## src/sv/euler_sde_path_step_macros.svh

```systemverilog
// Assertion macros shared by the path step RTL.
`ifndef EULER_SDE_PATH_STEP_MACROS_SVH
`define EULER_SDE_PATH_STEP_MACROS_SVH

// Same-cycle implication, checked out of reset.
`define ESDE_ASSERT_IMP(lbl, pre, post, msg) \
  lbl: assert property (@(posedge clk_i) disable iff (!rst_ni) (pre) |-> (post)) \
    else $error(msg);

// Next-cycle implication, checked out of reset.
`define ESDE_ASSERT_NXT(lbl, pre, post, msg) \
  lbl: assert property (@(posedge clk_i) disable iff (!rst_ni) (pre) |=> (post)) \
    else $error(msg);

`endif

```

## src/sv/esde_pkg.sv

```systemverilog
// Shared constants, types and saturation helper for the path step block.
package esde_pkg;

  localparam int NumNoisesDef = 4;
  localparam int FracBitsDef  = 24;
  localparam int DataW        = 32;
  localparam int TsW          = 25;
  localparam int NoiseSlots   = 4;
  localparam int SlotW        = 2;
  localparam int MapW         = 8;
  localparam int CfgIdxW      = 3;
  localparam int CfgDataW     = 32;
  localparam int InTdataW     = 192;
  localparam int QueueDepth   = 2;
  localparam int ProdW        = 64;

  localparam logic [MapW-1:0] NoiseMapRst = 8'hE4;

  typedef enum logic [CfgIdxW-1:0] {
    REG_RFR  = 3'd0,
    REG_VOL0 = 3'd1,
    REG_VOL1 = 3'd2,
    REG_VOL2 = 3'd3,
    REG_VOL3 = 3'd4,
    REG_MAP  = 3'd5,
    REG_INIT = 3'd6
  } cfg_reg_e;

  typedef struct packed {
    logic signed [DataW-1:0] val;
    logic                    clip;
  } sat_t;

  // Clip a wide signed value to the 32-bit range.
  function automatic sat_t sat32(input logic signed [ProdW-1:0] v);
    sat_t r;
    if (v > 64'sd2147483647) begin
      r.val  = 32'sh7FFFFFFF;
      r.clip = 1'b1;
    end else if (v < -64'sd2147483648) begin
      r.val  = 32'sh80000000;
      r.clip = 1'b1;
    end else begin
      r.val  = v[DataW-1:0];
      r.clip = 1'b0;
    end
    return r;
  endfunction

endpackage

```

## src/sv/esde_front.sv

```systemverilog
// Input side: accepts step items, applies the noise map and packs a queue entry.
module esde_front #(
  parameter int NUM_NOISES = esde_pkg::NumNoisesDef
) (
  input  logic                                      s_tvalid_i,
  output logic                                      s_tready_o,
  input  logic [esde_pkg::InTdataW-1:0]             s_tdata_i,
  input  logic                                      s_tlast_i,
  input  logic [esde_pkg::MapW-1:0]                 noise_map_i,
  input  logic                                      q_full_i,
  output logic                                      q_push_o,
  output logic [esde_pkg::TsW+esde_pkg::DataW*(NUM_NOISES+1):0] q_data_o
);

  localparam int TsW   = esde_pkg::TsW;
  localparam int DW    = esde_pkg::DataW;
  localparam int NoiseLo = TsW + DW;

  logic [DW-1:0] noise [esde_pkg::NoiseSlots];
  logic [DW-1:0] lane  [NUM_NOISES];

  for (genvar s = 0; s < esde_pkg::NoiseSlots; s++) begin : g_slot
    assign noise[s] = s_tdata_i[NoiseLo + DW*s +: DW];
  end

  // each volatility lane picks its own noise slot
  for (genvar k = 0; k < NUM_NOISES; k++) begin : g_lane
    assign lane[k] = noise[noise_map_i[esde_pkg::SlotW*k +: esde_pkg::SlotW]];
    assign q_data_o[NoiseLo + DW*k +: DW] = lane[k];
  end

  assign q_data_o[TsW-1:0]      = s_tdata_i[TsW-1:0];
  assign q_data_o[TsW +: DW]    = s_tdata_i[TsW +: DW];
  assign q_data_o[TsW + DW*(NUM_NOISES+1)] = s_tlast_i;

  assign s_tready_o = ~q_full_i;
  assign q_push_o   = s_tvalid_i & ~q_full_i;

endmodule

```

## src/sv/esde_fifo.sv

```systemverilog
// Small flop-based queue between front and back.
module esde_fifo #(
  parameter int WIDTH = 8,
  parameter int DEPTH = esde_pkg::QueueDepth
) (
  input  logic             clk_i,
  input  logic             rst_ni,
  input  logic             push_i,
  input  logic [WIDTH-1:0] push_data_i,
  output logic             full_o,
  input  logic             pop_i,
  output logic             empty_o,
  output logic [WIDTH-1:0] pop_data_o
);

  localparam int PtrW = (DEPTH > 1) ? $clog2(DEPTH) : 1;
  localparam int CntW = $clog2(DEPTH + 1);

  logic [WIDTH-1:0] mem_q [DEPTH];
  logic [PtrW-1:0]  wr_ptr_q, wr_ptr_d, rd_ptr_q, rd_ptr_d;
  logic [CntW-1:0]  cnt_q, cnt_d;
  logic             do_push, do_pop;

  assign full_o     = (cnt_q == CntW'(DEPTH));
  assign empty_o    = (cnt_q == '0);
  assign do_push    = push_i & ~full_o;
  assign do_pop     = pop_i & ~empty_o;
  assign pop_data_o = mem_q[rd_ptr_q];

  always_comb begin
    wr_ptr_d = wr_ptr_q;
    rd_ptr_d = rd_ptr_q;
    cnt_d    = cnt_q;
    if (do_push) begin
      wr_ptr_d = (wr_ptr_q == PtrW'(DEPTH - 1)) ? '0 : wr_ptr_q + 1'b1;
    end
    if (do_pop) begin
      rd_ptr_d = (rd_ptr_q == PtrW'(DEPTH - 1)) ? '0 : rd_ptr_q + 1'b1;
    end
    if (do_push && !do_pop) begin
      cnt_d = cnt_q + 1'b1;
    end else if (do_pop && !do_push) begin
      cnt_d = cnt_q - 1'b1;
    end
  end

  always_ff @(posedge clk_i or negedge rst_ni) begin
    if (!rst_ni) begin
      wr_ptr_q <= '0;
      rd_ptr_q <= '0;
      cnt_q    <= '0;
    end else begin
      wr_ptr_q <= wr_ptr_d;
      rd_ptr_q <= rd_ptr_d;
      cnt_q    <= cnt_d;
    end
  end

  always_ff @(posedge clk_i) begin
    if (do_push) begin
      mem_q[wr_ptr_q] <= push_data_i;
    end
  end

endmodule

```

## src/sv/esde_sqrt.sv

```systemverilog
// Digit-by-digit integer square root, one root bit per cycle.
module esde_sqrt #(
  parameter int IN_W = esde_pkg::TsW + esde_pkg::FracBitsDef
) (
  input  logic                    clk_i,
  input  logic                    rst_ni,
  input  logic                    start_i,
  input  logic [IN_W-1:0]         radicand_i,
  output logic                    done_o,
  output logic [(IN_W+1)/2-1:0]   root_o
);

  localparam int RootW = (IN_W + 1) / 2;
  localparam int PadW  = 2 * RootW;
  localparam int CntW  = $clog2(RootW + 1);

  logic [PadW-1:0]  x_q, x_d;
  logic [RootW:0]   rem_q, rem_d;
  logic [RootW-1:0] root_q, root_d;
  logic [CntW-1:0]  cnt_q, cnt_d;
  logic             busy_q, busy_d, done_q, done_d;
  logic [RootW+2:0] rem_sh, trial, rem_sub;
  logic             fits;

  assign rem_sh  = {rem_q, x_q[PadW-1 -: 2]};
  assign trial   = {1'b0, root_q, 2'b01};
  assign rem_sub = rem_sh - trial;
  assign fits    = (rem_sh >= trial);

  always_comb begin
    x_d    = x_q;
    rem_d  = rem_q;
    root_d = root_q;
    cnt_d  = cnt_q;
    busy_d = busy_q;
    done_d = done_q;
    if (start_i) begin
      x_d    = PadW'(radicand_i);
      rem_d  = '0;
      root_d = '0;
      cnt_d  = CntW'(RootW);
      busy_d = 1'b1;
      done_d = 1'b0;
    end else if (busy_q) begin
      x_d    = x_q << 2;
      rem_d  = fits ? rem_sub[RootW:0] : rem_sh[RootW:0];
      root_d = {root_q[RootW-2:0], fits};
      cnt_d  = cnt_q - 1'b1;
      if (cnt_q == CntW'(1)) begin
        busy_d = 1'b0;
        done_d = 1'b1;
      end
    end
  end

  always_ff @(posedge clk_i or negedge rst_ni) begin
    if (!rst_ni) begin
      cnt_q  <= '0;
      busy_q <= 1'b0;
      done_q <= 1'b0;
    end else begin
      cnt_q  <= cnt_d;
      busy_q <= busy_d;
      done_q <= done_d;
    end
  end

  always_ff @(posedge clk_i) begin
    x_q    <= x_d;
    rem_q  <= rem_d;
    root_q <= root_d;
  end

  assign done_o = done_q;
  assign root_o = root_q;

endmodule

```

## src/sv/esde_back.sv

```systemverilog
// Execution side: sequences the shared multiplier, rounds, saturates, accumulates.
`include "euler_sde_path_step_macros.svh"

module esde_back #(
  parameter int NUM_NOISES = esde_pkg::NumNoisesDef,
  parameter int FRAC_BITS  = esde_pkg::FracBitsDef
) (
  input  logic                                      clk_i,
  input  logic                                      rst_ni,
  input  logic                                      q_valid_i,
  input  logic [esde_pkg::TsW+esde_pkg::DataW*(NUM_NOISES+1):0] q_data_i,
  output logic                                      q_pop_o,
  input  logic signed [esde_pkg::DataW-1:0]         rfr_i,
  input  logic signed [esde_pkg::DataW-1:0]         vol_i [NUM_NOISES],
  input  logic signed [esde_pkg::DataW-1:0]         init_i,
  output logic                                      m_tvalid_o,
  input  logic                                      m_tready_i,
  output logic [esde_pkg::DataW-1:0]                m_tdata_o,
  output logic                                      m_tuser_o,
  output logic                                      m_tlast_o
);

  localparam int TsW     = esde_pkg::TsW;
  localparam int DW      = esde_pkg::DataW;
  localparam int PW      = esde_pkg::ProdW;
  localparam int NoiseLo = TsW + DW;
  localparam int LastPos = TsW + DW * (NUM_NOISES + 1);
  localparam int SqInW   = TsW + FRAC_BITS;
  localparam int SqW     = (SqInW + 1) / 2;
  localparam int OpW     = $clog2(NUM_NOISES + 4);
  localparam int LaneW   = (NUM_NOISES > 1) ? $clog2(NUM_NOISES) : 1;

  // operation order: one per noise lane, then the four chained products
  localparam logic [OpW-1:0] OP_RG    = OpW'(NUM_NOISES);
  localparam logic [OpW-1:0] OP_DRIFT = OpW'(NUM_NOISES + 1);
  localparam logic [OpW-1:0] OP_SG    = OpW'(NUM_NOISES + 2);
  localparam logic [OpW-1:0] OP_DIFF  = OpW'(NUM_NOISES + 3);

  localparam logic signed [PW-1:0] RndHalf = 64'sd1 <<< (FRAC_BITS - 1);

  typedef enum logic [4:0] {
    S_IDLE = 5'b00001,
    S_MUL  = 5'b00010,
    S_RND  = 5'b00100,
    S_ACC  = 5'b01000,
    S_FIN  = 5'b10000
  } state_e;

  state_e state_q, state_d;
  logic [OpW-1:0] op_q, op_d;

  logic [TsW-1:0]           ts_q, ts_d;
  logic signed [DW-1:0]     g_q, g_d;
  logic signed [DW-1:0]     lane_q [NUM_NOISES];
  logic signed [DW-1:0]     lane_d [NUM_NOISES];
  logic                     last_q, last_d;
  logic signed [PW-1:0]     prod_q, prod_d, rnd_q, rnd_d, acc_q, acc_d;
  logic signed [DW-1:0]     dot_q, dot_d, rg_q, rg_d, drift_q, drift_d;
  logic signed [DW-1:0]     sg_q, sg_d, diff_q, diff_d;
  logic                     flag_q, flag_d;
  logic signed [DW-1:0]     run_q, run_d;
  logic                     primed_q, primed_d;
  logic                     out_valid_q, out_valid_d;
  logic [DW-1:0]            out_data_q, out_data_d;
  logic                     out_user_q, out_user_d, out_last_q, out_last_d;

  logic signed [DW-1:0]     mul_a, mul_b, base;
  logic signed [DW+1:0]     sum;
  esde_pkg::sat_t           sat_r, sat_dot, sat_fin;
  logic                     out_free, load, sq_done;
  logic [SqW-1:0]           sq_root;
  logic [SqInW-1:0]         sq_rad;

  assign out_free = ~out_valid_q | m_tready_i;
  assign load     = (state_q == S_IDLE) & q_valid_i;
  assign q_pop_o  = load;
  assign sq_rad   = {q_data_i[TsW-1:0], {FRAC_BITS{1'b0}}};

  esde_sqrt #(.IN_W(SqInW)) u_sqrt (
    .clk_i      (clk_i),
    .rst_ni     (rst_ni),
    .start_i    (load),
    .radicand_i (sq_rad),
    .done_o     (sq_done),
    .root_o     (sq_root)
  );

  // multiplier operand select
  always_comb begin
    if (op_q < OP_RG) begin
      mul_a = vol_i[op_q[LaneW-1:0]];
      mul_b = lane_q[op_q[LaneW-1:0]];
    end else begin
      case (op_q)
        OP_DRIFT: begin
          mul_a = rg_q;
          mul_b = signed'(DW'(ts_q));
        end
        OP_SG: begin
          mul_a = signed'(DW'(sq_root));
          mul_b = g_q;
        end
        OP_DIFF: begin
          mul_a = sg_q;
          mul_b = dot_q;
        end
        default: begin
          mul_a = rfr_i;
          mul_b = g_q;
        end
      endcase
    end
  end

  assign sat_r   = esde_pkg::sat32(rnd_q);
  assign sat_dot = esde_pkg::sat32(acc_q);
  assign base    = primed_q ? run_q : init_i;
  assign sum     = (DW+2)'(base) + (DW+2)'(drift_q) + (DW+2)'(diff_q);
  assign sat_fin = esde_pkg::sat32(PW'(sum));

  always_comb begin
    state_d     = state_q;
    op_d        = op_q;
    ts_d        = ts_q;
    g_d         = g_q;
    lane_d      = lane_q;
    last_d      = last_q;
    prod_d      = prod_q;
    rnd_d       = rnd_q;
    acc_d       = acc_q;
    dot_d       = dot_q;
    rg_d        = rg_q;
    drift_d     = drift_q;
    sg_d        = sg_q;
    diff_d      = diff_q;
    flag_d      = flag_q;
    run_d       = run_q;
    primed_d    = primed_q;
    out_valid_d = out_valid_q & ~m_tready_i;
    out_data_d  = out_data_q;
    out_user_d  = out_user_q;
    out_last_d  = out_last_q;

    case (state_q)
      S_IDLE: begin
        if (q_valid_i) begin
          ts_d   = q_data_i[TsW-1:0];
          g_d    = signed'(q_data_i[TsW +: DW]);
          for (int k = 0; k < NUM_NOISES; k++) begin
            lane_d[k] = signed'(q_data_i[NoiseLo + DW*k +: DW]);
          end
          last_d  = q_data_i[LastPos];
          op_d    = '0;
          acc_d   = '0;
          flag_d  = 1'b0;
          state_d = S_MUL;
        end
      end
      S_MUL: begin
        // the gearing-root product waits for the square-root unit
        if (op_q != OP_SG || sq_done) begin
          prod_d  = mul_a * mul_b;
          state_d = S_RND;
        end
      end
      S_RND: begin
        rnd_d   = (prod_q + RndHalf) >>> FRAC_BITS;
        state_d = S_ACC;
      end
      S_ACC: begin
        if (op_q < OP_RG) begin
          acc_d = acc_q + rnd_q;
        end else begin
          case (op_q)
            OP_DRIFT: drift_d = sat_r.val;
            OP_SG:    sg_d    = sat_r.val;
            OP_DIFF:  diff_d  = sat_r.val;
            default: begin
              rg_d  = sat_r.val;
              dot_d = sat_dot.val;
            end
          endcase
          flag_d = flag_q | sat_r.clip | ((op_q == OP_RG) & sat_dot.clip);
        end
        if (op_q == OP_DIFF) begin
          state_d = S_FIN;
        end else begin
          op_d    = op_q + 1'b1;
          state_d = S_MUL;
        end
      end
      S_FIN: begin
        if (out_free) begin
          out_valid_d = 1'b1;
          out_data_d  = sat_fin.val;
          out_user_d  = flag_q | sat_fin.clip;
          out_last_d  = last_q;
          run_d       = sat_fin.val;
          primed_d    = 1'b1;
          state_d     = S_IDLE;
        end
      end
      default: state_d = S_IDLE;
    endcase
  end

  always_ff @(posedge clk_i or negedge rst_ni) begin
    if (!rst_ni) begin
      state_q     <= S_IDLE;
      op_q        <= '0;
      run_q       <= '0;
      primed_q    <= 1'b0;
      out_valid_q <= 1'b0;
    end else begin
      state_q     <= state_d;
      op_q        <= op_d;
      run_q       <= run_d;
      primed_q    <= primed_d;
      out_valid_q <= out_valid_d;
    end
  end

  always_ff @(posedge clk_i) begin
    ts_q       <= ts_d;
    g_q        <= g_d;
    lane_q     <= lane_d;
    last_q     <= last_d;
    prod_q     <= prod_d;
    rnd_q      <= rnd_d;
    acc_q      <= acc_d;
    dot_q      <= dot_d;
    rg_q       <= rg_d;
    drift_q    <= drift_d;
    sg_q       <= sg_d;
    diff_q     <= diff_d;
    flag_q     <= flag_d;
    out_data_q <= out_data_d;
    out_user_q <= out_user_d;
    out_last_q <= out_last_d;
  end

  assign m_tvalid_o = out_valid_q;
  assign m_tdata_o  = out_data_q;
  assign m_tuser_o  = out_user_q;
  assign m_tlast_o  = out_last_q;

  `ESDE_ASSERT_NXT(a_fin_emits, (state_q == S_FIN) && out_free, out_valid_q && (state_q == S_IDLE), "finished step did not reach the output register")
  `ESDE_ASSERT_IMP(a_out_primed, out_valid_q, primed_q, "result shown before the path was primed")
  `ESDE_ASSERT_IMP(a_root_ready, state_q == S_FIN, sq_done, "step finished without a square root")

endmodule

```

## src/sv/euler_sde_path_step.sv

```systemverilog
// Timing: the square-root unit (one root bit per cycle, ceil((25+FRAC_BITS)/2)
//   bits) sets the time from input transfer to tvalid at default parameters.
// Throughput: one item in the back end at a time; a two-entry queue lets the
//   input side take items while it works.
// Reset: config registers go to their defaults (noise map = identity), the held
//   path value clears and the next step starts from initial_value.
module euler_sde_path_step #(
  parameter int NUM_NOISES = esde_pkg::NumNoisesDef,
  parameter int FRAC_BITS  = esde_pkg::FracBitsDef
) (
  input  logic                              clk_i,
  input  logic                              rst_ni,
  // configuration write port
  input  logic                              cfg_we_i,
  input  logic [esde_pkg::CfgIdxW-1:0]      cfg_idx_i,
  input  logic [esde_pkg::CfgDataW-1:0]     cfg_data_i,
  // step items in
  input  logic                              s_axis_tvalid,
  output logic                              s_axis_tready,
  // time_step[24:0], gearing[56:25], noise_0[88:57], noise_1[120:89],
  // noise_2[152:121], noise_3[184:153], zero pad [191:185]
  input  logic [esde_pkg::InTdataW-1:0]     s_axis_tdata,
  input  logic                              s_axis_tlast,    // last_step
  // path values out
  output logic                              m_axis_tvalid,
  input  logic                              m_axis_tready,
  output logic [esde_pkg::DataW-1:0]        m_axis_tdata,    // path_value[31:0]
  output logic [0:0]                        m_axis_tuser,    // saturated[0]
  output logic                              m_axis_tlast     // path_done
);

  localparam int DW     = esde_pkg::DataW;
  localparam int EntryW = esde_pkg::TsW + DW * (NUM_NOISES + 1) + 1;

  // ---------------------------------------------------------------------------
  // Configuration registers. A write lands at any enabled edge; the host keeps
  // them steady while a step is in flight.
  // ---------------------------------------------------------------------------
  logic signed [DW-1:0]        rfr_q, rfr_d, init_q, init_d;
  logic signed [DW-1:0]        vol_q [esde_pkg::NoiseSlots];
  logic signed [DW-1:0]        vol_d [esde_pkg::NoiseSlots];
  logic [esde_pkg::MapW-1:0]   map_q, map_d;

  always_comb begin
    rfr_d  = rfr_q;
    vol_d  = vol_q;
    map_d  = map_q;
    init_d = init_q;
    if (cfg_we_i) begin
      case (cfg_idx_i)
        esde_pkg::REG_RFR:  rfr_d    = signed'(cfg_data_i);
        esde_pkg::REG_VOL0: vol_d[0] = signed'(cfg_data_i);
        esde_pkg::REG_VOL1: vol_d[1] = signed'(cfg_data_i);
        esde_pkg::REG_VOL2: vol_d[2] = signed'(cfg_data_i);
        esde_pkg::REG_VOL3: vol_d[3] = signed'(cfg_data_i);
        esde_pkg::REG_MAP:  map_d    = cfg_data_i[esde_pkg::MapW-1:0];
        esde_pkg::REG_INIT: init_d   = signed'(cfg_data_i);
        default: ;  // unknown index: dropped
      endcase
    end
  end

  always_ff @(posedge clk_i or negedge rst_ni) begin
    if (!rst_ni) begin
      rfr_q  <= '0;
      vol_q  <= '{default: '0};
      map_q  <= esde_pkg::NoiseMapRst;
      init_q <= '0;
    end else begin
      rfr_q  <= rfr_d;
      vol_q  <= vol_d;
      map_q  <= map_d;
      init_q <= init_d;
    end
  end

  // only the first NUM_NOISES volatilities feed the dot product
  logic signed [DW-1:0] vol_lane [NUM_NOISES];
  for (genvar k = 0; k < NUM_NOISES; k++) begin : g_vol
    assign vol_lane[k] = vol_q[k];
  end

  // ---------------------------------------------------------------------------
  // Front end -> queue -> back end
  // ---------------------------------------------------------------------------
  logic              q_full, q_empty, q_push, q_pop;
  logic [EntryW-1:0] q_wdata, q_rdata;

  esde_front #(.NUM_NOISES(NUM_NOISES)) u_front (
    .s_tvalid_i  (s_axis_tvalid),
    .s_tready_o  (s_axis_tready),
    .s_tdata_i   (s_axis_tdata),
    .s_tlast_i   (s_axis_tlast),
    .noise_map_i (map_q),
    .q_full_i    (q_full),
    .q_push_o    (q_push),
    .q_data_o    (q_wdata)
  );

  esde_fifo #(.WIDTH(EntryW), .DEPTH(esde_pkg::QueueDepth)) u_queue (
    .clk_i       (clk_i),
    .rst_ni      (rst_ni),
    .push_i      (q_push),
    .push_data_i (q_wdata),
    .full_o      (q_full),
    .pop_i       (q_pop),
    .empty_o     (q_empty),
    .pop_data_o  (q_rdata)
  );

  // back end: lane products, drift and diffusion chains, final accumulate
  esde_back #(.NUM_NOISES(NUM_NOISES), .FRAC_BITS(FRAC_BITS)) u_back (
    .clk_i      (clk_i),
    .rst_ni     (rst_ni),
    .q_valid_i  (~q_empty),
    .q_data_i   (q_rdata),
    .q_pop_o    (q_pop),
    .rfr_i      (rfr_q),
    .vol_i      (vol_lane),
    .init_i     (init_q),
    .m_tvalid_o (m_axis_tvalid),
    .m_tready_i (m_axis_tready),
    .m_tdata_o  (m_axis_tdata),
    .m_tuser_o  (m_axis_tuser[0]),
    .m_tlast_o  (m_axis_tlast)
  );

endmodule
```

## config.mk

```make
export PLATFORM = sky130hd
export DESIGN_NAME = euler_sde_path_step
export DESIGN_NICKNAME = d
export VERILOG_FILES = /design/src/sv/esde_pkg.sv /design/src/sv/esde_front.sv /design/src/sv/esde_fifo.sv /design/src/sv/esde_sqrt.sv /design/src/sv/esde_back.sv /design/src/sv/euler_sde_path_step.sv
export VERILOG_INCLUDE_DIRS = /design/src /design/src/sv
export SDC_FILE = /design/constraint.sdc
export NUM_CORES = 2
export LEC_CHECK = 0
export BUFFER_PORTS_ARGS = -buffer_cell sky130_fd_sc_hd__buf_2
export CORE_MARGIN = 1
export CORE_UTILIZATION = 50
export CTS_BUF_LIST = sky130_fd_sc_hd__clkbuf_8
export CTS_CLUSTER_DIAMETER = 200
export DETAILED_ROUTE_END_ITERATION = 10
export PLACE_DENSITY = 0.76
export SYNTH_ARGS = -nofsm -noshare
export SYNTH_HDL_FRONTEND = slang
export SYNTH_SLANG_ARGS = --single-unit
```

## constraint.sdc

```tcl
create_clock -name clk_i -period 28 [get_ports clk_i]
set_input_delay 8.4 -clock clk_i [delete_from_list [all_inputs] [get_ports clk_i]]
set_output_delay 8.4 -clock clk_i [all_outputs]
set_load 0.01 [all_outputs]
```

Word level (Yosys, flattened, before mapping)

Memories as Yosys holds them, arrays and structs flattened.
Cells that the tools add are included.

Bits of input ports: 233
Register bits after elaboration: 879
Output and inout port bits: 36
Bits in writable memories: 372
Memories: 1

Reductions and logical operators: 31
$lt $le $gt $ge: 13
$add $sub $neg: 11
Bitwise logic cells: 21
Eq/ne operators: 24
Mux-type cells: 62
Multipliers: 1

Memories:

| memory        | depth | bits a word | rd ports | clocked after Yosys merged registers in | wr ports | line            | source |
|---|---|---|---|---|---|---|---|
| u_queue.mem_q | 2     | 186         | 1        | 0                                       | 1        | esde_fifo.sv:19 | `logic [WIDTH-1:0] mem_q [DEPTH];` |

Operator list:

| operator                                                                | count |
|---|---|
| 32-bit two-way mux                                                      | 15 |
| 32-bit binary-select mux with 2-bit select                              | 6 |
| 33-bit two-way mux                                                      | 5 |
| 64-bit two-way mux                                                      | 2 |
| 64-bit one-hot mux with 2 select lines                                  | 1 |
| 49-bit two-way mux                                                      | 2 |
| 32-bit one-hot mux with 3 select lines                                  | 1 |
| 64-bit by 25-bit adder with 64-bit output (second input constant)       | 1 |
| 64-bit by 40-bit adder with 64-bit output                               | 1 |
| 64-bit by 32-bit > comparator with 1-bit output (second input constant) | 1 |
| 64-bit by 32-bit < comparator with 1-bit output (second input constant) | 1 |
| 32-bit by 32-bit multiplier with 64-bit output                          | 1 |
| 32-bit one-hot mux with 2 select lines                                  | 1 |
| 40-bit by 32-bit > comparator with 1-bit output (second input constant) | 1 |
| 40-bit by 32-bit < comparator with 1-bit output (second input constant) | 1 |
| 33-bit by 32-bit adder with 34-bit output                               | 1 |
| 34-bit by 32-bit > comparator with 1-bit output (second input constant) | 1 |
| 34-bit by 32-bit < comparator with 1-bit output (second input constant) | 1 |
| 32-bit by 32-bit adder with 33-bit output                               | 1 |
| 5-bit two-way mux                                                       | 6 |
| 28-bit by 27-bit greater-or-equal comparator with 1-bit output          | 1 |
| 26-bit two-way mux                                                      | 1 |
| 26-bit subtractor                                                       | 1 |
| 5-bit one-hot mux with 5 select lines                                   | 1 |
| other kinds (37)                                                        | 109 |

Longest topological paths before layout

Word-level depth: 8
Gate-level depth with buffers: 41
Gate-level depth less buffers: 34

Cells and area by module

Synthesis repeated with hierarchy kept, for this count alone.

Cells, all modules: 7955
Area total of the unflattened synthesis: 95268.9 um2

Modules (own cells, without submodules):

| module              | sequential area each (um2) | cells an instance | area an instance (um2) | times used |
|---|---|---|---|---|
| esde_back           | 16847.4                    | 6157              | 64182.8                | 1 |
| esde_fifo           | 11270.8                    | 598               | 14154.8                | 1 |
| euler_sde_path_step | 5009.8                     | 433               | 7499.7                 | 1 |
| esde_sqrt           | 2687.6                     | 551               | 5728.0                 | 1 |
| esde_front          | 0.0                        | 216               | 3703.6                 | 1 |

Least setup slack after synthesis

No wires, ideal clock.

Kind: input port to flip-flop
Start: input s_axis_tvalid
End: memory u_queue.mem_q[0][0] (netlist bit), enable pin
Setup slack: 11.061 ns
Arrival: 16.205 ns
Buffers on the path: 0
Stages: 2
Cell sequence: nand2_1 nor2_1

Word-level cells in the longest chain between the ends: 4

Ends and longest elaborated chain:

| item                                    | line                      | source |
|---|---|---|
| start, declared                         | euler_sde_path_step.sv:18 | `input logic s_axis_tvalid,` |
| 1-bit AND                               | esde_front.sv:37          | `assign q_push_o = s_tvalid_i & ~q_full_i;` |
| 1-bit AND                               | esde_fifo.sv:26           | `assign do_push = push_i & ~full_o;` |
| 1-bit two-way mux                       | esde_fifo.sv:60           | `if (do_push) begin` |
| 1-bit two-way mux (implied by the code) | esde_fifo.sv:61           | `mem_q[wr_ptr_q] <= push_data_i;` |
| end, declared                           | esde_fifo.sv:19           |  |

Every way passes these cells.

Final worst setup path

Start: register u_back.op_q[1]
End: register u_back.prod_q[61] (data pin)

Word-level cells in the longest chain between the ends: 6
Elaborated cells between the ends (all ways): 16

Ends and longest elaborated chain:

| item                                                          | line                             | source |
|---|---|---|
| start, declared                                               | esde_back.sv:50                  | `logic [OpW-1:0] op_q, op_d;` |
| start signal, assigned                                        | esde_back.sv:216                 | `op_q <= op_d;` |
| 2-bit inverter with 3-bit output (implied by the code)        | esde_back.sv:91, esde_back.sv:92 |  |
| 32-bit binary-select mux with 2-bit select (on tied branches) | esde_back.sv:91, esde_back.sv:92 |  |
| 32-bit two-way mux (on tied branches) (2 in a row)            | esde_back.sv:91, esde_back.sv:92 |  |
| 32-bit two-way mux                                            | esde_back.sv:90                  | `if (op_q < OP_RG) begin` |
| 32-bit by 32-bit multiplier with 64-bit output *              | esde_back.sv:162                 | `prod_d = mul_a * mul_b;` |
| end signal, assigned                                          | esde_back.sv:228                 | `prod_q <= prod_d;` |
| end, declared                                                 | esde_back.sv:57                  | `logic signed [PW-1:0] prod_q, prod_d, rnd_q, rnd_d, acc_q, acc_d;` |

Mark *: on every way between the ends. The rest lies on a longest branch, timed or not. The select of a mux whose other input is x is not followed.
A chain may end at the register's enable or synchronous reset.

==> flow_summary_export.csv <==
group,metric,value,unit
layout,fin_nets,9638,
worst_setup_path,regToRegEndpoint,"u_back.prod_q[61]$_DFFE_PP_",
min_path,min_from,"u_back.last_q$_DFFE_PP_",
yosys,synth_edf_count,923,
yosys,ys_seq_elements,1228,
detailed_routing,vias,62600,
yosys,synth-seq-area-share,38.0,%
min_path,min_path_type,"flop to flop",
worst_setup_path,r2r_setup_slack,15.79,ns
worst_setup_path,crit_type,"flop to flop",
detailed_routing,drtPass1Iterations,8,
layout,fillers,14800,
floorplan,rows,157,
layout,stdcell_count,10600,
detailed_routing,drc,0,
min_path,hold_depth,0,
timing,finClkSkew,0.0699,ns
global_routing,grt_use_total,28.2,%
floorplan,core,183000,um2
worst_setup_path,cp_max_fo,34,
detailed_routing,wl_per_cell,24.4,um
yosys,ys_warn_count,0,
timing,tightest_slew,1.30,ns
timing,finalSetupViolations,0,
layout,area_delta_synth_final,8.83,%
worst_setup_path,r2r_cells,30,
placement,dp_hpwl,189000,um
clock_tree,clkSinkCount,1228,
timing,fmax,81.9,MHz
clock_tree,cts.path.max_buffers,3,
yosys,syn_nets,9444,
timing,setup_tns,0,ns
detailed_routing,drt-total-wl,259000,um
detailed_routing,ant_nets,0,
placement,dp_cells,10300,
timing,period_minus_slack,12.21,ns
yosys,syn_area,92300,um2
worst_setup_path,cp_slowest_cell,"fa_1",
detailed_routing,drt_iter0_drc,6393,
placement,io_buffers,261,
clock_tree,cts_resized,0,
global_routing,grt_pass1_vias,66000,
yosys,postSynthAreaPerCell,11.9,um2
yosys,postSynthCellCount,7785,
timing,hold_viol_final,0,
global_routing,gr-total-overflow,0,
flow_run,cap_violations,0,
timing,slew_violations,0,
worst_setup_path,cp.required,28.63,ns
min_path,hold_end,"u_back.m_tlast_o$_DFFE_PP_",
floorplan,die_h,432,um
clock_tree,post-cts-setup-buffers,0,
layout,post-route-util,54.8,%
clock_tree,cts_tree,"done",
yosys,synth_ff_type,"edfxtp_1",
placement,gp_congestion,1.01,
worst_setup_path,critPathCaptureType,"flop",
floorplan,die_area,186000,um2
worst_setup_path,timing.rr.start,"u_back.op_q[1]$_DFFE_PN0P_",
worst_setup_path,max_stage_delay,1.14,ns
worst_setup_path,cp-start-kind,"flop",
global_routing,grt_max_degree,171,
layout,drive_gt1_share,17.2,%
outcome,status,"completed",
clock_tree,hold_buffers,0,
clock_tree,clkSlewWorstSetupHoldPaths,0.07,ns
yosys,synth_cell_types,92,
timing,period_share,43.6,%
worst_setup_path,worstPathArrival,12.83,ns
clock_tree,cts-root-buf,"clkbuf_8",
worst_setup_path,crit_top_cell,"fa_1",
global_routing,grt_pass1_wl,393000,um
clock_tree,clk-insertion-delay-late,0.93,ns
timing,rsz0062_at_grt,"false",
clock_tree,cts_made_buffers,188,
floorplan,num_io_pins,269,
detailed_routing,via_per_inst,5.90,
global_routing,antenna_found_initial,42,
timing,slew_headroom,11.8,%
floorplan,start_util,50.4,%
clock_tree,htreeDepth,4,
yosys,async_reset_ff_share,20.6,%
floorplan,die_w,432,um
-- cells in the final DEF, fill, tap and decap left out, drive strengths merged, types with 170 or more instances in the layout --
cell type,count
a21o,170
a21oi,198
buf,381
clkbuf,206
dfrtp,248
edfxtp,923
fa,1115
ha,311
inv,1137
mux2,449
mux4,189
nand2,859
nor2,710
-- flip-flops by register name, summed over array words and instances, names as in the netlist, 40 cells and up --
register / flops
u_back.rnd_q: 40
vol_lane: 128
u_queue.mem_q: 372
u_back.prod_q: 41
u_back.acc_q: 64
u_back.lane_q: 128
-- layout make-up --
| cell class | instances | area, um2 | share of cell area [%] |
|---|---|---|---|
| clock buffer | 206 | 2840 | 2.82 |
| timing repair buffer | 381 | 2240 | 2.23 |
| multi-input combinational | 5120 | 52200 | 52.0 |
| tap | 2464 | 3080 | 3.07 |
| inverter | 1060 | 3990 | 3.97 |
| antenna | 10 | 25.0 | 0.0249 |
| clock inverter | 149 | 962 | 0.958 |
| sequential | 1228 | 35100 | 35.0 |
-- cell families (layout without fill, tap and decap cells) --
kind of cell,after synthesis,count (layout),synth area share (%)
xor+xnor,194,194,1.84
buf+inv,1437,1796,5.90
simple gates,1980,1980,9.09
fa+ha+maj,1426,1426,28.4
compound gates,826,826,6.05
flops,1228,1228,38.0
other cells,0,10,0
mux,694,694,10.7
-- worst max-delay path: cells and delay by family, from the launching register on --
kind | cells | cell delay (ns)
xor+xnor | 1 | 0.17
flops | 1 | 0.72
compound gates | 9 | 2.62
buf+inv | 7 | 1.99
fa+ha+maj | 10 | 5.70
simple gates | 3 | 0.63
-- through the flow --
stage	hold WS [ns]	area (um2)	setup WS, ns
after floorplan	0.400	92300	11.06
after global placement	0.404	96600	16.21
after detailed placement	0.419	96600	16.04
after CTS	0.436	100000	15.96
after global routing	0.443	100000	15.47
final	0.428	100000	15.79
-- worst max-delay path by stage --
stage                               start                            end  slack [ns]  cells after the start
5_1_grt        u_back.op_q[1]$_DFFE_PN0P_    u_back.prod_q[61]$_DFFE_PP_       15.47                     30
3_5_place_dp   u_back.op_q[1]$_DFFE_PN0P_    u_back.prod_q[61]$_DFFE_PP_       16.04                     30
2_1_floorplan               s_axis_tvalid  u_queue.mem_q[0][0]$_DFFE_PP_       11.06                      2
4_1_cts        u_back.op_q[1]$_DFFE_PN0P_    u_back.prod_q[61]$_DFFE_PP_       15.96                     30
3_3_place_gp   u_back.op_q[1]$_DFFE_PN0P_    u_back.prod_q[61]$_DFFE_PP_       16.21                     30
6_report       u_back.op_q[1]$_DFFE_PN0P_    u_back.prod_q[61]$_DFFE_PP_       15.79                     30
-- cells in the mapped netlist (74+ instances only) --
cell type	n	share of area, %
a21oi_1	197	1.1
fa_1	1115	24
a21o_1	170	1.4
o21ai_0	133	0.72
xnor2_1	120	1.1
clkbuf_1	325	1.3
mux2_2	449	5.5
mux4_2	189	4.6
ha_1	311	4.2
nor2_1	709	2.9
dfrtp_1	248	6.7
inv_1	1058	4.3
xor2_1	74	0.70
nand2_1	859	3.5
edfxtp_1	923	30
-- layer usage --
layer	vias up	part of all wire (%)	track usage, %
met5	-	0.20	0.572
met4	53	6.0	14.6
met3	865	11	8.44
met2	3308	46	44.6
met1	31900	37	35.1
li1	26500	-	-
Power is left out: the tool's default activity adds up to more than one toggle a clock period on the data nets, which glitch-free logic cannot reach.
